### src/assert_macros.svh
// Assertion macros shared by the command frame checker modules
`ifndef ASSERT_MACROS_SVH
`define ASSERT_MACROS_SVH

// Clocked assertion, off while reset is held
`define ASSERT_CLK(label, prop, msg) \
    label: assert property (@(posedge aclk) disable iff (!aresetn) (prop)) else $error(msg);

// Condition on the cycle after a trigger, off while reset is held
`define ASSERT_NEXT(label, ante, cons, msg) \
    label: assert property (@(posedge aclk) disable iff (!aresetn) (ante) |=> (cons)) \
        else $error(msg);

`endif

### src/cfc_pkg.sv
// Types, constants and functions of the command frame checker
package cfc_pkg;

    localparam logic [7:0] CRC_INIT  = 8'hFF;
    localparam logic [7:0] CRC_POLY  = 8'h07;
    localparam logic [3:0] COUNT_MAX = 4'd15;

    typedef enum logic [2:0] {
        FAULT_NONE    = 3'd0,
        FAULT_SHORT   = 3'd1,
        FAULT_UNKNOWN = 3'd2,
        FAULT_LENGTH  = 3'd3,
        FAULT_CRC     = 3'd4
    } fault_t;

    typedef struct packed {
        logic   frame_ok;
        fault_t fault;
    } verdict_t;

    typedef struct packed {
        logic       known;
        logic [2:0] body;
    } id_info_t;

    function automatic id_info_t id_lookup(input logic [7:0] id);
        id_info_t info;
        info.known = 1'b1;
        unique case (id)
            8'h01: info.body = 3'd4;
            8'h02, 8'h04, 8'h05, 8'h0E, 8'h0C, 8'h0D: info.body = 3'd2;
            8'h06: info.body = 3'd7;
            8'h0A, 8'h84, 8'h8E, 8'h8C: info.body = 3'd1;
            8'h0F, 8'h83, 8'h85, 8'h87,
            8'h88, 8'h89, 8'h8A, 8'h8B: info.body = 3'd0;
            default: begin
                info.known = 1'b0;
                info.body  = 3'd0;
            end
        endcase
        return info;
    endfunction

    // MSB-first CRC-8 update, one byte
    function automatic logic [7:0] crc8_update(input logic [7:0] crc, input logic [7:0] data);
        logic [7:0] c;
        c = crc ^ data;
        for (int i = 0; i < 8; i++) begin
            if (c[7]) begin
                c = {c[6:0], 1'b0} ^ CRC_POLY;
            end else begin
                c = {c[6:0], 1'b0};
            end
        end
        return c;
    endfunction

endpackage

### src/cfc_frame_track.sv
// Per-frame state: running CRC, byte count, id lookup and verdict
`include "assert_macros.svh"

module cfc_frame_track (
    input  logic             aclk,
    input  logic             aresetn,
    input  logic             step,
    input  logic [7:0]       data_byte,
    input  logic             last_byte,
    output cfc_pkg::verdict_t verdict
);

    logic [7:0] crc_reg, crc_next;
    logic [3:0] count_reg, count_next;
    logic [2:0] body_reg, body_next;
    logic       unknown_reg, unknown_next;
    cfc_pkg::id_info_t info;
    cfc_pkg::fault_t   fault;

    assign info = cfc_pkg::id_lookup(data_byte);

    always_comb begin
        crc_next     = crc_reg;
        count_next   = count_reg;
        body_next    = body_reg;
        unknown_next = unknown_reg;
        if (step) begin
            if (last_byte) begin
                crc_next     = cfc_pkg::CRC_INIT;
                count_next   = 4'd0;
                body_next    = 3'd0;
                unknown_next = 1'b0;
            end else begin
                if (count_reg == 4'd0) begin
                    body_next    = info.body;
                    unknown_next = !info.known;
                end
                crc_next = cfc_pkg::crc8_update(crc_reg, data_byte);
                if (count_reg != cfc_pkg::COUNT_MAX) begin
                    count_next = count_reg + 4'd1;
                end
            end
        end
    end

    always_ff @(posedge aclk) begin
        if (!aresetn) begin
            crc_reg     <= cfc_pkg::CRC_INIT;
            count_reg   <= 4'd0;
            body_reg    <= 3'd0;
            unknown_reg <= 1'b0;
        end else begin
            crc_reg     <= crc_next;
            count_reg   <= count_next;
            body_reg    <= body_next;
            unknown_reg <= unknown_next;
        end
    end

    // frame total is id + body + crc, so count of non-final bytes must equal body + 1
    always_comb begin
        priority if (count_reg == 4'd0) begin
            fault = cfc_pkg::FAULT_SHORT;
        end else if (unknown_reg) begin
            fault = cfc_pkg::FAULT_UNKNOWN;
        end else if (count_reg != ({1'b0, body_reg} + 4'd1)) begin
            fault = cfc_pkg::FAULT_LENGTH;
        end else if (crc_reg != data_byte) begin
            fault = cfc_pkg::FAULT_CRC;
        end else begin
            fault = cfc_pkg::FAULT_NONE;
        end
    end

    assign verdict.fault    = fault;
    assign verdict.frame_ok = (fault == cfc_pkg::FAULT_NONE);

    `ASSERT_NEXT(a_clear_after_verdict, step && last_byte, count_reg == 4'd0 && crc_reg == cfc_pkg::CRC_INIT, "frame state not cleared")
    `ASSERT_CLK(a_unknown_body_zero, unknown_reg |-> body_reg == 3'd0, "unknown id with nonzero body length")

endmodule

### config.mk
export PLATFORM = sky130hd
export DESIGN_NAME = cfc_frame_track
export DESIGN_NICKNAME = d
export VERILOG_FILES = /design/src/cfc_pkg.sv /design/src/cfc_frame_track.sv
export VERILOG_INCLUDE_DIRS = /design/src /design/src/src
export SDC_FILE = /design/constraint.sdc
export NUM_CORES = 1
export LEC_CHECK = 0
export BUFFER_PORTS_ARGS = -buffer_cell sky130_fd_sc_hd__clkbuf_2
export CORE_MARGIN = 2
export CORE_UTILIZATION = 51
export CTS_BUF_LIST = sky130_fd_sc_hd__clkbuf_16
export DETAILED_ROUTE_END_ITERATION = 12
export GPL_TIMING_DRIVEN = 0
export MAX_ROUTING_LAYER = met4
export PLACE_DENSITY = 0.74
export SYNTH_ARGS = -nofsm -noshare
export SYNTH_HDL_FRONTEND = slang
export SYNTH_SLANG_ARGS = --single-unit
### constraint.sdc
create_clock -name aclk -period 2.5 [get_ports aclk]
set_clock_uncertainty 0.15 [all_clocks]
set_input_delay 0.75 -clock aclk [delete_from_list [all_inputs] [get_ports aclk]]
set_output_delay 0.75 -clock aclk [all_outputs]
set_load 0.02 [all_outputs]
==> flow_summary.toml, run 1 <==
[worst_setup_path]
critical_path_required_ns = 1.60
worst_setup_path_startpoint = "body_reg[1]"
start_kind = "register"
rr_startpoint = "count_reg[0]"
crit_arrival_ns = 2.07
criticalPathCategory = "register to primary output"
crit_path_end_kind = "primary output"
maximum_fanout_along_the_worst_path = 3

[global_route]
initial_antenna_violation_count = 0
grt_start_max_net_pins = 11
grt_pass1_wl_um = 4760
grt.overflow.total = 0
grt_pass1_vias = 1074
track_usage_pct = 24.1

[place]
detailedPlacementHpwl_um = 2070
place_worst_setup_slack_ns = -0.495
count_of_port_buffers_added_during_placement = 13
place.gp.congestion = 0.773
placed_cells = 186
dpl_cell_area_um2 = 1450

[sta]
final-max-slew-violation-count = 0
worst_slack_ns = -0.471
final-setup-viol-count = 4
final_hold_viol_count = 0
maximum_clock_rate_mhz = 337
worstMarginPinSlew_ns = 0.457
slew-limit-headroom_pct = 69.6
unrepaired_setup_endpoints_after_global_routing = "yes"
holdWs_ns = 0.356
final.min_clock_period_ns = 2.97
final_min_period_over_clock_period_pct = 119

[power_and_ir_drop]
irDropWorstVdd_mv = 0.544
power.switching_fraction_pct = 28.8
power.sequential.fraction_pct = 32.0
static-leakage-power_nw = 0.687
power.net_switching_mw = 0.275
pwr_density_cell_nw_per_um2 = 581
power_share_of_the_combinational_group_pct = 35.8
power.internal_mw = 0.680
clock_power_share_pct = 32.1

[status]
failed_checks = "negative setup slack"
status = "finished, violations left"

[floorplanning]
design.core.area_um2 = 2250
die_area_um2 = 2860
fp.dieH_um = 53.5
initial_utilization_pct = 55.4
number_of_core_rows = 17
floorplan.die.width_um = 53.5
io_pins = 16

[detailed_routing]
post_drt_via_cell_ratio = 5.72
finalWirelength_um = 2920
drt_first_iter_violations = 19
drt_pass1_iterations = 4
drt-wirelength-per-cell_um = 14.9
route.antenna.remaining_nets = 0
drcViolationCount = 0
routed-via-count = 1121

[clock_network]
cts.htree.levels = 1
ctsLongestPathBuffers = 2
cts_tree = "done"
clkSlewWorstSetupHoldPaths_ns = 0.05
cts-hold-fix-buffers = 0
clk_root_buffer_cell = "sky130_fd_sc_hd__clkbuf_16"
clkLatencyLatePin_ns = 0.24
numCtsBuffers = 3
numClockSinks = 16

[cells_and_area]
final_cells = 196
finish.net_count = 188
post_route_cells_drive_above_1_share_pct = 28.0
final_cell_area_um2 = 1650
num_antenna_cells = 0
largest_register_ffs = 8
areaGrowthSynthToFinish_pct = 31.8

[logic_synthesis]
total_nets_after_synthesis = 163
synthesis.area_um2 = 1250
post-synth-top-area-cell = "sky130_fd_sc_hd__dfxtp_1"
ys_types = 39
synthesis.yosys.warnings = 0
synth-seq-area-share_pct = 25.7
synth_seq_cells = 16
synth.area.top_cells = "sky130_fd_sc_hd__dfxtp_1 26%, sky130_fd_sc_hd__xnor2_1 9.1%, sky130_fd_sc_hd__ha_1 6.0%"
postSynthCellCount = 145
netlist.area_leader.share_pct = 25.7
syn-mean-instance-area_um2 = 8.61

[flow_run]
maximum_capacitance_violations = 0

[worst_hold_path]
min_path_type = "register to register"
min_from = "unknown_reg"
-- cells in the mapped netlist --
cell type                  count
sky130_fd_sc_hd__dfxtp_1      16
sky130_fd_sc_hd__o21ai_0      13
sky130_fd_sc_hd__xnor2_1      13
sky130_fd_sc_hd__nand2_1      10
sky130_fd_sc_hd__nor2_1        9
sky130_fd_sc_hd__clkbuf_1      7
sky130_fd_sc_hd__a21oi_1       6
sky130_fd_sc_hd__ha_1          6
sky130_fd_sc_hd__nand3_1       5
sky130_fd_sc_hd__nor2b_1       5
sky130_fd_sc_hd__inv_1         4
sky130_fd_sc_hd__or3_1         4
sky130_fd_sc_hd__xor2_1        4
sky130_fd_sc_hd__a21boi_0      3
sky130_fd_sc_hd__nand3b_1      3
sky130_fd_sc_hd__nand4b_1      3
sky130_fd_sc_hd__nor3_1        3
sky130_fd_sc_hd__o211ai_1      3
sky130_fd_sc_hd__a2111o_1      2
sky130_fd_sc_hd__a21boi_1      2
sky130_fd_sc_hd__and3_1        2
sky130_fd_sc_hd__and3b_1       2
sky130_fd_sc_hd__nor3b_1       2
sky130_fd_sc_hd__xnor3_1       2
sky130_fd_sc_hd__xor3_1        2
sky130_fd_sc_hd__a211o_1       1
sky130_fd_sc_hd__a211oi_1      1
sky130_fd_sc_hd__a21bo_2       1
sky130_fd_sc_hd__a31oi_1       1
sky130_fd_sc_hd__and2_0        1
sky130_fd_sc_hd__and2_1        1
sky130_fd_sc_hd__buf_2         1
sky130_fd_sc_hd__nand4_1       1
sky130_fd_sc_hd__nor3b_2       1
sky130_fd_sc_hd__nor4_1        1
sky130_fd_sc_hd__o21bai_1      1
sky130_fd_sc_hd__or4_1         1
sky130_fd_sc_hd__or4b_4        1
sky130_fd_sc_hd__xor3_4        1
-- critical path, stage by stage, from the launching register on --
cell and delay, ns:
sky130_fd_sc_hd__dfxtp_4 0.35, sky130_fd_sc_hd__ha_4 0.16, sky130_fd_sc_hd__xor2_2 0.15, sky130_fd_sc_hd__or3_4 0.34, sky130_fd_sc_hd__a2111o_1 0.51, sky130_fd_sc_hd__nor4_4 0.15
sky130_fd_sc_hd__buf_4 0.18
-- power groups by stage --
stage / Combinational (mW) / Clock, mW / Sequential [mW]
3_3_place_gp: 0.315 / 0 / 0.310
5_1_grt: 0.382 / 0.323 / 0.309
6_report: 0.342 / 0.307 / 0.306
4_1_cts: 0.336 / 0.310 / 0.306
3_5_place_dp: 0.331 / 0 / 0.312
2_1_floorplan: 0.275 / 0 / 0.306
-- final cells by class --
class                           instances  area [um2]
Fill cell                             172         609
Clock buffer                            3        75.1
Tap cell                               28        35.0
Timing Repair Buffer                   20         138
Buffer                                  8        47.5
Inverter                                4        15.0
Sequential cell                        16         328
Multi-Input combinational cell        117        1010
-- path summary, 6_finish.rpt --
kind	endpoint	slack (ns)	cells past startpoint
min reg2reg	unknown_reg	0.36	2
max reg2reg	body_reg[2]	0.22	7
min	unknown_reg	0.36	2
max	verdict[3]	-0.47	6
-- logic make-up (layout without fill, tap and decap cells) --
family | after synthesis | after routing | share of synthesized area (%)
fa+ha+maj | 6 | 6 | 6.01
xor+xnor | 22 | 22 | 21.5
buf+inv | 12 | 35 | 3.71
simple gates | 55 | 55 | 25.7
flops | 16 | 16 | 25.7
compound gates | 34 | 34 | 17.4
-- stage by stage --
| stage | power [mW] | setup TNS [ns] | util [%] |
|---|---|---|---|
| 4_1_cts | 0.952 | -1.75 | 70.1 |
| 2_1_floorplan | 0.581 | -0.231 | - |
| 5_1_grt | 1.01 | -1.84 | 73.0 |
| 3_5_place_dp | 0.643 | -1.47 | 64.4 |
| 6_report | 0.955 | -1.57 | 73.0 |
| 3_3_place_gp | 0.625 | -1.23 | 64.4 |
-- layout by cell type, fill, tap and decap left out, types with 2 or more instances in the layout --
cell,count
sky130_fd_sc_hd__nand3b_1,3
sky130_fd_sc_hd__nand4b_1,3
sky130_fd_sc_hd__xor2_2,2
sky130_fd_sc_hd__nor2_1,9
sky130_fd_sc_hd__clkbuf_2,10
sky130_fd_sc_hd__inv_1,4
sky130_fd_sc_hd__xnor2_2,3
sky130_fd_sc_hd__xnor2_1,9
sky130_fd_sc_hd__xnor3_1,2
sky130_fd_sc_hd__a21oi_1,6
sky130_fd_sc_hd__ha_1,4
sky130_fd_sc_hd__xor3_1,2
sky130_fd_sc_hd__nand3_1,5
sky130_fd_sc_hd__a2111o_1,2
sky130_fd_sc_hd__o21ai_0,13
sky130_fd_sc_hd__clkbuf_16,3
sky130_fd_sc_hd__nor3_1,2
sky130_fd_sc_hd__a21boi_0,3
sky130_fd_sc_hd__dfxtp_2,3
sky130_fd_sc_hd__nand2_1,10
sky130_fd_sc_hd__buf_4,9
sky130_fd_sc_hd__and3b_1,2
sky130_fd_sc_hd__xor2_1,2
sky130_fd_sc_hd__o211ai_1,3
sky130_fd_sc_hd__nor2b_1,4
sky130_fd_sc_hd__nor3b_1,2
sky130_fd_sc_hd__clkbuf_1,6
sky130_fd_sc_hd__and3_1,2
sky130_fd_sc_hd__dfxtp_1,12
sky130_fd_sc_hd__or3_1,3
-- what timing repair did --
item,CTS,global route
setup buffers,3,4
pin swaps,1,5
setup endpoints to repair,6,7
resized for setup,7,13
-- layer usage --
metal	GRT usage [%]	up-vias	share of wire (%)
met5	-	-	0
met4	9.40	0	2.3
met3	4.52	8	2.0
met2	42.0	18	52
met1	27.1	530	44
li1	-	565	-
Power figures use the tool's default switching activity.
==> run 2: changes to the inputs <==
--- a/config.mk
+++ b/config.mk
@@ -6,11 +6,11 @@
 export SDC_FILE = /design/constraint.sdc
 export NUM_CORES = 1
 export LEC_CHECK = 0
-export BUFFER_PORTS_ARGS = -buffer_cell sky130_fd_sc_hd__clkbuf_2
 export CORE_MARGIN = 2
-export CORE_UTILIZATION = 51
+export CORE_UTILIZATION = 56
 export CTS_BUF_LIST = sky130_fd_sc_hd__clkbuf_16
 export DETAILED_ROUTE_END_ITERATION = 12
+export DONT_BUFFER_PORTS = 1
 export GPL_TIMING_DRIVEN = 0
 export MAX_ROUTING_LAYER = met4
 export PLACE_DENSITY = 0.74
==> flow_summary.toml, run 2 (synthesis results as in run 1) <==
[sta]
worst_slack_ns = -0.441
worstMarginPinSlew_ns = 0.449
final_min_period_over_clock_period_pct = 118
maximum_clock_rate_mhz = 340
final_hold_viol_count = 0
unrepaired_setup_endpoints_after_global_routing = "yes"
slew-limit-headroom_pct = 70.1
final-max-slew-violation-count = 0
final-setup-viol-count = 4
final.min_clock_period_ns = 2.94
setup-tns-final_ns = -1.39

[worst_hold_path]
worst_hold_path_stage_count = 2
whs_endpoint = "body_reg[1]"
min_path_type = "register to register"
min_from = "body_reg[1]"

[place]
count_of_port_buffers_added_during_placement = 0
place_worst_setup_slack_ns = -0.290
detailedPlacementHpwl_um = 2020
placed_cells = 173
place.gp.congestion = 0.861

[clock_network]
cts-hold-fix-buffers = 0
clkLatencyLatePin_ns = 0.25
clkSlewWorstSetupHoldPaths_ns = 0.05
numClockSinks = 16
ctsLongestPathBuffers = 2
numCtsBuffers = 3
cts.htree.levels = 1
cts_tree = "done"
clk_root_buffer_cell = "sky130_fd_sc_hd__clkbuf_16"

[power_and_ir_drop]
pwr_density_cell_nw_per_um2 = 614
power.net_switching_mw = 0.273
power.sequential.fraction_pct = 32.3
clock_power_share_pct = 33.7
power_share_of_the_combinational_group_pct = 34.0
irDropWorstVdd_mv = 0.648
power.internal_mw = 0.673
power.switching_fraction_pct = 28.8
static-leakage-power_nw = 0.610

[cells_and_area]
post_route_cells_drive_above_1_share_pct = 19.6
layout_common_cells = "13 x sky130_fd_sc_hd__o21ai_0, 13 x sky130_fd_sc_hd__dfxtp_1, 10 x sky130_fd_sc_hd__nand2_1, 9 x sky130_fd_sc_hd__xnor2_1, 9 x sky130_fd_sc_hd__nor2_1"
final_cells = 181
areaGrowthSynthToFinish_pct = 23.3
num_antenna_cells = 0
finish.net_count = 172
largest_register_ffs = 8

[global_route]
grt.overflow.total = 0
initial_antenna_violation_count = 0
grt_start_max_net_pins = 11
track_usage_pct = 23.7
grt_pass1_vias = 988
grt_use_met3_pct = 7.02
gr-usage-met1_pct = 25.3
global_route_track_usage_on_met2_pct = 41.3
grt-busiest-layer = "met2"
grt_pass1_wl_um = 4420

[worst_setup_path]
crit_chain = "ha_4 -> xor2_2 -> or3_4 -> a2111o_1 -> nor4_4"
r2r-end = "body_reg[2]"
cpPeakStageDelay_ns = 0.47
critical-path-top-delay-family = "simple AND/OR/NAND/NOR gates"
regToRegSetupSlack_ns = 0.19
start_kind = "register"
critical_path_required_ns = 1.60
criticalPathCategory = "register to primary output"
maximum_fanout_along_the_worst_path = 3
crit_path_top_delay_cell = "sky130_fd_sc_hd__a2111o_1"
crit_arrival_ns = 2.04
crit_buf_inv = 0
ff2ff_path_depth = 6
rr_startpoint = "count_reg[0]"
crit_path_end_kind = "primary output"

[floorplanning]
io_pins = 16
initial_utilization_pct = 57.6
design.core.area_um2 = 2170
fp.dieH_um = 51.2
floorplan.die.width_um = 51.2
number_of_core_rows = 17
die_area_um2 = 2620

[detailed_routing]
routed-via-count = 1045
post_drt_via_cell_ratio = 5.77
drcViolationCount = 0
drt_pass1_iterations = 4
route.antenna.remaining_nets = 0
finalWirelength_um = 2790
drt-wirelength-per-cell_um = 15.4
drt_first_iter_violations = 6

[flow_run]
maximum_capacitance_violations = 0

[status]
status = "finished, violations left"
failed_checks = "negative setup slack"
[run 2: final cells by class]
type,instances,area [um2]
repair buffers,4,30.0
clock inverters,1,3.75
fillers,176,629
clock buffers,3,75.1
plain buffers,8,47.5
flip-flops and latches,16,327
well taps,28,35.0
multi-input cells,117,1010
inverters,4,15.0
[run 2: power by group through the flow]
stage          registers [mW]  logic [mW]  clock network (mW)
6_report                0.305       0.322               0.319
3_3_place_gp            0.310       0.302                   0
3_5_place_dp            0.312       0.315                   0
4_1_cts                 0.305       0.318               0.324
5_1_grt                 0.308       0.357               0.334
2_1_floorplan           0.306       0.275                   0
[run 2: repair_timing]
item / 4_1_cts / 5_1_grt
pin swaps: 1 / 2
setup endpoints to repair: 6 / 7
setup buffers: 1 / 3
hold endpoints to repair: 0 / 0
gates resized for setup: 4 / 6
[run 2: routing by layer]
layer | part of all wire (%) | vias to the layer above
met5 | 0 | -
met4 | 1.7 | 0
met3 | 4.2 | 7
met2 | 55 | 18
met1 | 39 | 489
li1 | - | 531
[run 2: worst register-to-register path, stage by stage, from the launching register on]
cell and delay (ns):
sky130_fd_sc_hd__dfxtp_1 0.36, sky130_fd_sc_hd__inv_1 0.08, sky130_fd_sc_hd__ha_1 0.14, sky130_fd_sc_hd__nor3b_4 0.37
sky130_fd_sc_hd__or4b_4 0.53, sky130_fd_sc_hd__or4_1 0.48, sky130_fd_sc_hd__a21boi_1 0.14
[run 2: worst max-delay path by stage]
stage	slack (ns)	start	cells past startpoint	end
global route	-0.49	body_reg[0]	5	verdict[3]
finish	-0.44	body_reg[0]	5	verdict[3]
floorplan	-0.17	data_byte[3]	5	verdict[3]
detailed placement	-0.29	data_byte[0]	4	verdict[3]
CTS	-0.43	body_reg[0]	5	verdict[2]
global placement	-0.28	data_byte[0]	4	verdict[3]
[run 2: stage by stage]
step	hold WS (ns)	power (mW)	utilization, %	cell area, um2
global route	0.364	0.999	71.0	1540
floorplan	0.303	0.581	-	1350
global placement	0.327	0.612	64.0	1390
finish	0.338	0.946	71.0	1540
detailed placement	0.335	0.627	64.0	1390
CTS	0.338	0.947	68.6	1490
